## config.mk

```make
export PLATFORM = sky130hd
export DESIGN_NAME = chained_record_header_parser
export DESIGN_NICKNAME = d
export VERILOG_FILES = /design/src/crhp_pkg.sv /design/src/crhp_step.sv /design/src/chained_record_header_parser.sv
export SDC_FILE = /design/constraint.sdc
export NUM_CORES = 1
export LEC_CHECK = 0
export BUFFER_PORTS_ARGS = -buffer_cell sky130_fd_sc_hd__buf_2
export CAP_MARGIN = 5
export CORE_AREA = 2 2 121 123
export CTS_BUF_LIST = sky130_fd_sc_hd__clkbuf_2 sky130_fd_sc_hd__clkbuf_4 sky130_fd_sc_hd__clkbuf_8
export CTS_CLUSTER_SIZE = 30
export DETAILED_ROUTE_END_ITERATION = 8
export DIE_AREA = 0 0 123 125
export PLACE_DENSITY = 0.81
export SLEW_MARGIN = 5
export SYNTH_ARGS = -nofsm -noshare
export SYNTH_HDL_FRONTEND = slang
export SYNTH_SLANG_ARGS = --single-unit
export TNS_END_PERCENT = 5
```

## constraint.sdc

```tcl
create_clock -name i_clk -period 11.55 [get_ports i_clk]
set_clock_uncertainty 0.05 [all_clocks]
set_input_delay 2.31 -clock i_clk [delete_from_list [all_inputs] [get_ports i_clk]]
set_output_delay 2.31 -clock i_clk [all_outputs]
set_load 0.02 [all_outputs]
```

## src/crhp_pkg.sv

```systemverilog
`timescale 1ns / 1ps
// ----------------------------------------------------------------------------
// crhp_pkg
// Shared types and constants of the chained record header parser.
// ----------------------------------------------------------------------------
package crhp_pkg;

    localparam int unsigned HDR_BYTES = 8;

    localparam logic [1:0] PH_HEADER  = 2'd0;
    localparam logic [1:0] PH_PAYLOAD = 2'd1;

    localparam logic [2:0] POS_SIZE_HI = 3'd0;
    localparam logic [2:0] POS_SIZE_LO = 3'd1;
    localparam logic [2:0] POS_TYPE_HI = 3'd6;
    localparam logic [2:0] POS_TYPE_LO = 3'd7;

    localparam logic ST_RECORD = 1'b0;
    localparam logic ST_SHORT  = 1'b1;

    localparam logic [7:0]  CHAIN_MAX = 8'hFF;
    localparam logic [11:0] HDR_LEN   = 12'(HDR_BYTES);

    typedef struct packed {
        logic [1:0]  phase;
        logic [2:0]  header_position;
        logic [15:0] size_word;
        logic [15:0] type_word;
        logic [11:0] payload_target;
        logic [11:0] payload_taken;
        logic [15:0] counter_word;
        logic [7:0]  chain_index;
    } t_state;

    typedef struct packed {
        logic        status;
        logic [7:0]  record_index;
        logic [15:0] raw_size_word;
        logic [11:0] record_length;
        logic [15:0] packet_type;
        logic [7:0]  packet_subtype;
        logic [11:0] payload_size;
        logic [15:0] peer_counter;
    } t_result;

endpackage

```

## src/crhp_step.sv

```systemverilog
`timescale 1ns / 1ps
// ----------------------------------------------------------------------------
// crhp_step
// Next-state and descriptor logic for one datagram byte.
// ----------------------------------------------------------------------------
module crhp_step (
    input  crhp_pkg::t_state  i_state,
    input  logic [7:0]        i_data_byte,
    input  logic              i_end_of_datagram,
    output crhp_pkg::t_state  o_state,
    output logic              o_emit,
    output crhp_pkg::t_result o_result
);

    crhp_pkg::t_state s;
    logic [11:0]      taken_inc;
    logic [11:0]      len;
    logic             emit_record;
    logic             emit_short;

    always_comb begin
        s           = i_state;
        taken_inc   = i_state.payload_taken + 12'd1;
        len         = 12'd0;
        emit_record = 1'b0;
        emit_short  = 1'b0;

        if (i_state.phase == crhp_pkg::PH_PAYLOAD) begin
            if (i_state.payload_taken == 12'd0) begin
                s.counter_word = {i_data_byte, 8'h00};
            end else if (i_state.payload_taken == 12'd1) begin
                s.counter_word = {i_state.counter_word[15:8], i_data_byte};
            end
            s.payload_taken = taken_inc;
            if (taken_inc >= i_state.payload_target || i_end_of_datagram) begin
                emit_record = 1'b1;
            end
        end else begin
            case (i_state.header_position)
                crhp_pkg::POS_SIZE_HI: s.size_word = {i_data_byte, 8'h00};
                crhp_pkg::POS_SIZE_LO: s.size_word = {i_state.size_word[15:8], i_data_byte};
                crhp_pkg::POS_TYPE_HI: s.type_word = {i_data_byte, 8'h00};
                crhp_pkg::POS_TYPE_LO: s.type_word = {i_state.type_word[15:8], i_data_byte};
                default: ;
            endcase
            if (i_state.header_position == crhp_pkg::POS_TYPE_LO) begin
                len              = s.size_word[11:0];
                s.payload_target = (len > crhp_pkg::HDR_LEN) ? len - crhp_pkg::HDR_LEN : 12'd0;
                s.payload_taken  = 12'd0;
                s.counter_word   = 16'd0;
                s.header_position = 3'd0;
                if (s.payload_target == 12'd0 || i_end_of_datagram) begin
                    emit_record = 1'b1;
                end else begin
                    s.phase = crhp_pkg::PH_PAYLOAD;
                end
            end else begin
                s.header_position = i_state.header_position + 3'd1;
                if (i_end_of_datagram && i_state.chain_index == 8'd0) begin
                    emit_short = 1'b1;
                end
            end
        end

        o_result = '0;
        if (emit_short) begin
            o_result.status = crhp_pkg::ST_SHORT;
        end else begin
            o_result.status         = crhp_pkg::ST_RECORD;
            o_result.record_index   = i_state.chain_index;
            o_result.raw_size_word  = s.size_word;
            o_result.record_length  = s.size_word[11:0];
            o_result.packet_type    = s.type_word;
            o_result.packet_subtype = s.type_word[15:8];
            o_result.payload_size   = s.payload_taken;
            o_result.peer_counter   = (s.payload_taken >= 12'd2) ?
                                      s.counter_word + 16'd1 : 16'd0;
        end

        if (emit_record) begin
            if (i_state.chain_index != crhp_pkg::CHAIN_MAX) begin
                s.chain_index = i_state.chain_index + 8'd1;
            end
            s.phase           = crhp_pkg::PH_HEADER;
            s.header_position = 3'd0;
        end
        if (i_end_of_datagram) begin
            s.phase           = crhp_pkg::PH_HEADER;
            s.header_position = 3'd0;
            s.chain_index     = 8'd0;
        end

        o_state = s;
        o_emit  = emit_record | emit_short;
    end

endmodule

```

## src/chained_record_header_parser.sv

```systemverilog
`timescale 1ns / 1ps
// ----------------------------------------------------------------------------
// chained_record_header_parser
// Splits a byte-serial datagram into chained records and emits one
// descriptor per record, or a short-datagram error.
// ----------------------------------------------------------------------------
// Channel   Handshake             Payload
// input     i_valid / o_ready     i_data_byte, i_end_of_datagram
// output    o_valid / i_ready     o_status ... o_peer_counter (one descriptor)
//
// One byte is accepted per cycle unless the output stalls; a descriptor appears
// in the cycle after its completing byte, held in a single output register.
// The parser state is updated in the same cycle as the byte is accepted.
// A byte is accepted whenever the output register is empty or being drained.
// Synchronous active-low reset clears the parser to the first header.
// ----------------------------------------------------------------------------
module chained_record_header_parser (
    input  logic        i_clk,
    input  logic        i_rst_n,
    input  logic        i_valid,
    output logic        o_ready,
    input  logic [7:0]  i_data_byte,
    input  logic        i_end_of_datagram,
    output logic        o_valid,
    input  logic        i_ready,
    output logic        o_status,
    output logic [7:0]  o_record_index,
    output logic [15:0] o_raw_size_word,
    output logic [11:0] o_record_length,
    output logic [15:0] o_packet_type,
    output logic [7:0]  o_packet_subtype,
    output logic [11:0] o_payload_size,
    output logic [15:0] o_peer_counter
);

    crhp_pkg::t_state  r_state;
    crhp_pkg::t_state  n_state;
    crhp_pkg::t_result r_result;
    crhp_pkg::t_result n_result;
    logic              r_out_valid;
    logic              n_emit;
    logic              in_beat;

    assign o_ready = !r_out_valid || i_ready;
    assign in_beat = i_valid && o_ready;

    crhp_step u_step (
        .i_state           (r_state),
        .i_data_byte       (i_data_byte),
        .i_end_of_datagram (i_end_of_datagram),
        .o_state           (n_state),
        .o_emit            (n_emit),
        .o_result          (n_result)
    );

    always_ff @(posedge i_clk) begin
        if (!i_rst_n) begin
            r_state     <= '0;
            r_out_valid <= 1'b0;
        end else begin
            if (in_beat) begin
                r_state <= n_state;
            end
            if (in_beat && n_emit) begin
                r_out_valid <= 1'b1;
            end else if (i_ready) begin
                r_out_valid <= 1'b0;
            end
        end
    end

    always_ff @(posedge i_clk) begin
        if (in_beat && n_emit) begin
            r_result <= n_result;
        end
    end

    assign o_valid          = r_out_valid;
    assign o_status         = r_result.status;
    assign o_record_index   = r_result.record_index;
    assign o_raw_size_word  = r_result.raw_size_word;
    assign o_record_length  = r_result.record_length;
    assign o_packet_type    = r_result.packet_type;
    assign o_packet_subtype = r_result.packet_subtype;
    assign o_payload_size   = r_result.payload_size;
    assign o_peer_counter   = r_result.peer_counter;

`ifndef SYNTHESIS
    a_reset_clears_out: assert property (@(posedge i_clk)
        !i_rst_n |=> !o_valid)
        else $error("output valid after reset");

    a_short_is_blank: assert property (@(posedge i_clk) disable iff (!i_rst_n)
        (o_valid && o_status) |-> (o_record_index == 8'd0 && o_payload_size == 12'd0
                                   && o_peer_counter == 16'd0))
        else $error("short-datagram descriptor carries record data");

    a_counter_needs_payload: assert property (@(posedge i_clk) disable iff (!i_rst_n)
        (o_valid && o_payload_size < 12'd2) |-> (o_peer_counter == 16'd0))
        else $error("peer counter set without two payload bytes");

    a_stall_blocks_input: assert property (@(posedge i_clk) disable iff (!i_rst_n)
        (o_valid && !i_ready) |-> !o_ready)
        else $error("byte accepted while descriptor is stalled");
`endif

endmodule
```

Word-level counts from Yosys, hierarchy flattened
Index checks and enable logic that the tools add are counted.
{"block": "op_classes", "n_addsub": 5, "n_lt_le_gt_ge": 3, "eq_ne": 8, "mux": 27, "bitwise": 3, "n_reduce_logical": 20}
{"op": "$pmux 16 s2", "count": 2}
{"op": "$mux 49", "count": 1}
{"op": "$mux 40", "count": 1}
{"op": "$mux 16", "count": 2}
{"op": "$mux 8", "count": 4}
{"op": "$mux 28", "count": 1}
{"op": "$logic_not 12->1", "count": 2}
{"op": "$add 16x1->16 const B", "count": 1}
{"op": "$add 12x1->12 const B", "count": 1}
{"op": "$eq 12x1->1 const B", "count": 1}
{"op": "$ge 12x12->1", "count": 1}
{"op": "$ge 12x2->1 const B", "count": 1}
{"op": "$gt 12x4->1 const B", "count": 1}
{"op": "$mux 12", "count": 1}
{"op": "$sub 12x4->12 const B", "count": 1}
{"op": "$mux 1", "count": 10}
{"op": "$mux 5", "count": 2}
{"op": "$add 8x1->8 const B", "count": 1}
{"op": "$logic_not 8->1", "count": 1}
{"op": "$ne 8x8->1 const B", "count": 1}
{"op": "$eq 3x3->1 const B", "count": 2}
{"op": "$ne 3x2->1 const B", "count": 2}
{"op": "$reduce_and 3->1", "count": 2}
{"op": "$reduce_bool 2->1", "count": 3}
{"op": "15 further kinds", "count": 21}
{"block": "totals", "reg_bits": 175, "input_bits": 13, "output_inout_bits": 91, "elab_cells": 83}

Longest topological paths before layout
{"block": "depth", "depth_word": 13, "depth_mapped": 14, "mapped_depth_nobuf": 12}

By module
A second synthesis with hierarchy kept.
{"block": "hier_totals", "hier_cells": 1064, "area_unflattened_um2": 9791.9}
{"mod": "chained_record_header_parser", "n_inst": 1, "cells_per_inst": 464, "area_per_inst_um2": 6083.3, "seq_area_each_um2": 4394.2}
{"mod": "crhp_step", "n_inst": 1, "cells_per_inst": 600, "area_per_inst_um2": 3708.6, "seq_area_each_um2": 0.0}

Least setup slack after synthesis
OpenSTA, ideal clock, no wires.
{"block": "synth_timing", "path_type": "input-to-reg", "startpoint": "input i_data_byte[4]", "endpoint": "register r_result, in the netlist o_packet_type[0], enable pin", "arrival_ns": 6.489, "t_required_ns": 11.003, "path_slack_ns": 4.514, "path_stages": 9, "path_buffers": 1, "path_cell_list": "clkbuf_1 > a22oi_1 > ha_1 > inv_1 > nor3_1 > nand4_1 > nand2_1 > a311oi_1 > nor2_1"}
{"block": "synth_via", "elab_chain_len": 11, "word_cells_on_any_way": 12, "cone_classes": "add/sub: 1; order compare: 1; mux: 6; bitwise: 1; reduce/logical: 3"}
{"item": "start, declared", "line": "chained_record_header_parser.sv:22", "rtl": "input logic [7:0] i_data_byte,"}
{"item": "$pmux 16 s2 *", "line": "crhp_step.sv:39", "rtl": "case (i_state.header_position)"}
{"item": "$mux 16 *", "line": "crhp_step.sv:28", "rtl": "if (i_state.phase == crhp_pkg::PH_PAYLOAD) begin"}
{"item": "$sub 12x4->12 / $gt 12x4->1 (equally long branches)", "line": "crhp_step.sv:48", "rtl": "s.payload_target = (len > crhp_pkg::HDR_LEN) ? len - crhp_pkg::HDR_LEN : 12'd0;"}
{"item": "$mux 12 *", "line": "crhp_step.sv:48"}
{"item": "$logic_not 12->1 *", "line": "crhp_step.sv:52", "rtl": "if (s.payload_target == 12'd0 || i_end_of_datagram) begin"}
{"item": "$logic_or 1x1->1 *", "line": "crhp_step.sv:52"}
{"item": "$mux 1 *", "line": "crhp_step.sv:52"}
{"item": "$mux 1 *", "line": "crhp_step.sv:46", "rtl": "if (i_state.header_position == crhp_pkg::POS_TYPE_LO) begin"}
{"item": "$mux 1 *", "line": "crhp_step.sv:28"}
{"item": "$or 1x1->1 *", "line": "crhp_step.sv:94", "rtl": "o_emit = emit_record | emit_short;"}
{"item": "$logic_and 1x1->1 *", "line": "chained_record_header_parser.sv:73", "rtl": "if (in_beat && n_emit) begin"}
{"item": "end signal, assigned", "line": "chained_record_header_parser.sv:74", "rtl": "r_result <= n_result;"}
{"item": "end, declared", "line": "chained_record_header_parser.sv:38", "rtl": "crhp_pkg::t_result r_result;"}
Every way passes the cells marked *; elsewhere a longest branch is shown, timed or not. The select of a mux whose other input is x is not followed.
A chain may end at the register's enable or synchronous reset.

Final worst setup path
{"block": "layout_timing", "startpoint": "input i_ready", "endpoint": "output o_ready"}
{"block": "layout_via", "elab_chain_len": 1}
{"item": "start, declared", "line": "chained_record_header_parser.sv:25", "rtl": "input logic i_ready,"}
{"item": "$logic_or 1x1->1", "line": "chained_record_header_parser.sv:44", "rtl": "assign o_ready = !r_out_valid || i_ready;"}
{"item": "end, declared", "line": "chained_record_header_parser.sv:21", "rtl": "output logic o_ready,"}
No other way between the ends.

==> metrics.cfg <==
[layout]
area_growth_pct=9.910
nFillCells=1198
finalNonFillerCells=1147
fin_area_um2=9047
final_common_cell=nor2_1
nets=987
antennaDiodeCount=0
final_cell_mix=nor2_1 (147), buf_2 (103), dfxtp_1 (84), edfxtp_1 (69), a22oi_1 (68)
drive_gt1_share_pct=17.55

[logic_synthesis]
synth_edf_count=69
muxShareOfSynthArea_pct=1.839
synth-main-ff-cell=dfxtp_1
synth_top_family_by_area=simple AND/OR/NAND/NOR gates
syn-instance-count=907
yosys.area_share.simple_pct=21.55
synth_nets=944
synthAdderAreaFrac_pct=3.648
synth-xor-area-share_pct=2.128
synth_compound_area_share_pct=18.33
yosysUniqueCellTypes=76
ys_warn_count=0
synth_area_um2=8232
synth_seq_cells=154
ys_seq_area_share_pct=45.84
synth-async-reset-ratio_pct=0
avgSynthCellArea_um2=9.076

[clock_tree]
cts_tree=done
post-cts-setup-buffers=0
cts_hold_buf=0
cts.path.max_buffers=2
clkLatencyLatePin_ns=0.47
clk_transition_reported_paths_ns=0.08
root_buffer=clkbuf_8
cts_buffers=17
h-tree-depth=4
cts_resized=0
cts_sinks=154

[routing]
route.detailed.drc=0
drt-met1-wl_um=8153
wl_met3_um=1281
wl_met2_um=9345
routed_wl_um=19340
post_drt_wl_per_cell_um=16.86
avgViaCountPerCell=6.150
top_layer=met4
dr.first_iter.drc_count=793
via_count=7054
ant_nets=0
firstDrtPassIters=6

[placement]
place_area_um2=8613
io_buffers=103
hpwl_um=12880
pre_cts_ws_ns=6.221
place_inst=1115
gp_congestion=0.9431

[setup_path]
required_ns=9.19
arrival_ns=2.77
cp-start-kind=primary input
path_cells=buf_2 > nand2b_1 > buf_2
startpoint=i_ready
slowest_delay_ns=0.18
end_kind=output port
critical_path.max_fanout=4
slowest_stage=nand2b_1
r2r-start=r_state[24]
crit_type=in2out
cpMostUsedCell=buf_2

[floorplan]
die-area_um2=15380
std_cell_rows=44
die_w_um=123
pin_count=104
coreArea_um2=14200
die_height_um=125
start_util_pct=57.95

[timing]
fin_ws_ns=6.423
setup_tns_ns=0
relSlewSlack_pct=27.49
final.min_clock_period_ns=5.127
tightest_slew_ns=1.084
fin_crit_sh_pct=44.39
rsz0062_at_grt=no
hold_viol=0
setup_viol=0
slew_viol_final=0
max_freq_mhz=195.0

[power_and_ir_drop]
power.density_nw_per_um2=130.2
vdd_drop_max_mv=0.08010
total_power_mw=1.178
power.leakage_nw=3.352

[global_route]
grt_usage_pct=25.63
grt_max_degree=76
antenna_found_initial=0
grt_pass1_vias=6292
grt_pass1_wl_um=31180
grt_overflow_total=0

[flow_run]
maxCapViolations=0

[worst_hold_path]
worstHoldStart=r_state[20]
hp-class=reg2reg

[run_status]
status=finished clean

[critical path: cells and delay by family]
kind                   cells  cell delay, ns
buffers and inverters      2            0.27
and+or+nand+nor            1            0.18
[synthesized netlist by cell type, types with 3 or more instances]
master       n  area share, %
nor2_1     148            6.7
dfxtp_1     85             21
edfxtp_1    69             25
a22oi_1     68            6.2
nand2_1     58            2.6
clkbuf_1    56            2.6
a21oi_1     52            3.2
nand3_1     32            1.9
inv_1       31            1.4
ha_1        24            3.6
a211oi_1    22            2.0
nor3_1      22            1.3
buf_4       20            1.8
o21ai_0     17            1.0
mux2i_1     14            1.7
nand2b_1    13           0.99
nand4_1     12           0.91
and3_1      11           0.84
or3_1       10           0.76
xnor2_1     10            1.1
xor2_1      10            1.1
and2_1       8           0.61
nor4_1       8           0.61
nand4b_1     7           0.74
o22ai_1      7           0.53
nor2b_1      6           0.46
nor3b_1      5           0.46
o211ai_1     5           0.46
a21o_1       4           0.36
buf_6        4           0.55
a2bb2oi_1    3           0.32
a32o_1       3           0.36
buf_1        3           0.14
buf_2        3           0.18
nor2_2       3           0.23
o32ai_1      3           0.32
or2_2        3           0.23
[metal layers]
metal,vias to the layer above,GRT usage (%)
li1,3359,-
met5,-,0
met1,3335,34.18
met2,308,40.66
met3,52,5.383
met4,0,10.43
[through the flow]
step                      hold WS [ns]  util [%]
after floorplan                 0.3819         -
after global placement          0.3918     60.64
after detailed placement        0.4003     60.64
after CTS                       0.4112     63.70
after global routing            0.4344     63.70
final                           0.4090     63.70
[state kept, by name, summed over array words and instances, names as in the netlist]
name	flops
r_state	84
o_record_index	8
o_peer_counter	16
o_packet_type	16
o_valid	1
o_raw_size_word	16
o_payload_size	12
o_status	1
[cell type report]
type	instances	area (um^2)	share of cell area, %
flip-flops and latches	154	3775	41.72
multi-input cells	636	3924	43.37
clock buffers	20	275.3	3.042
repair buffers	110	568.0	6.279
well taps	184	230.2	2.545
clock inverters	12	158.9	1.756
inverters	31	116.4	1.286
[kinds of logic (layout without fill, tap and decap cells)]
| group | after synthesis | in the layout |
|---|---|---|
| compound gates | 216 | 216 |
| mux | 15 | 15 |
| buf+inv | 117 | 173 |
| fa+ha+maj | 24 | 24 |
| flops | 154 | 154 |
| xor+xnor | 20 | 20 |
| simple gates | 361 | 361 |
[where the power goes]
part           total [mW]  leakage (nW)  internal, mW  switching, mW
Sequential          0.596          1.36         0.586         0.0105
Combinational       0.138          1.77        0.0435         0.0944
Clock               0.444         0.224         0.233          0.210
[path summary, 6_finish.rpt]
path,endpoint,slack [ns],cells after the start
max,o_ready,6.42,3
min,r_state[20],0.41,2
min reg2reg,r_state[20],0.41,2
max reg2reg,o_payload_size[4],7.02,12
Note: power is estimated with default switching activity, not from simulation.
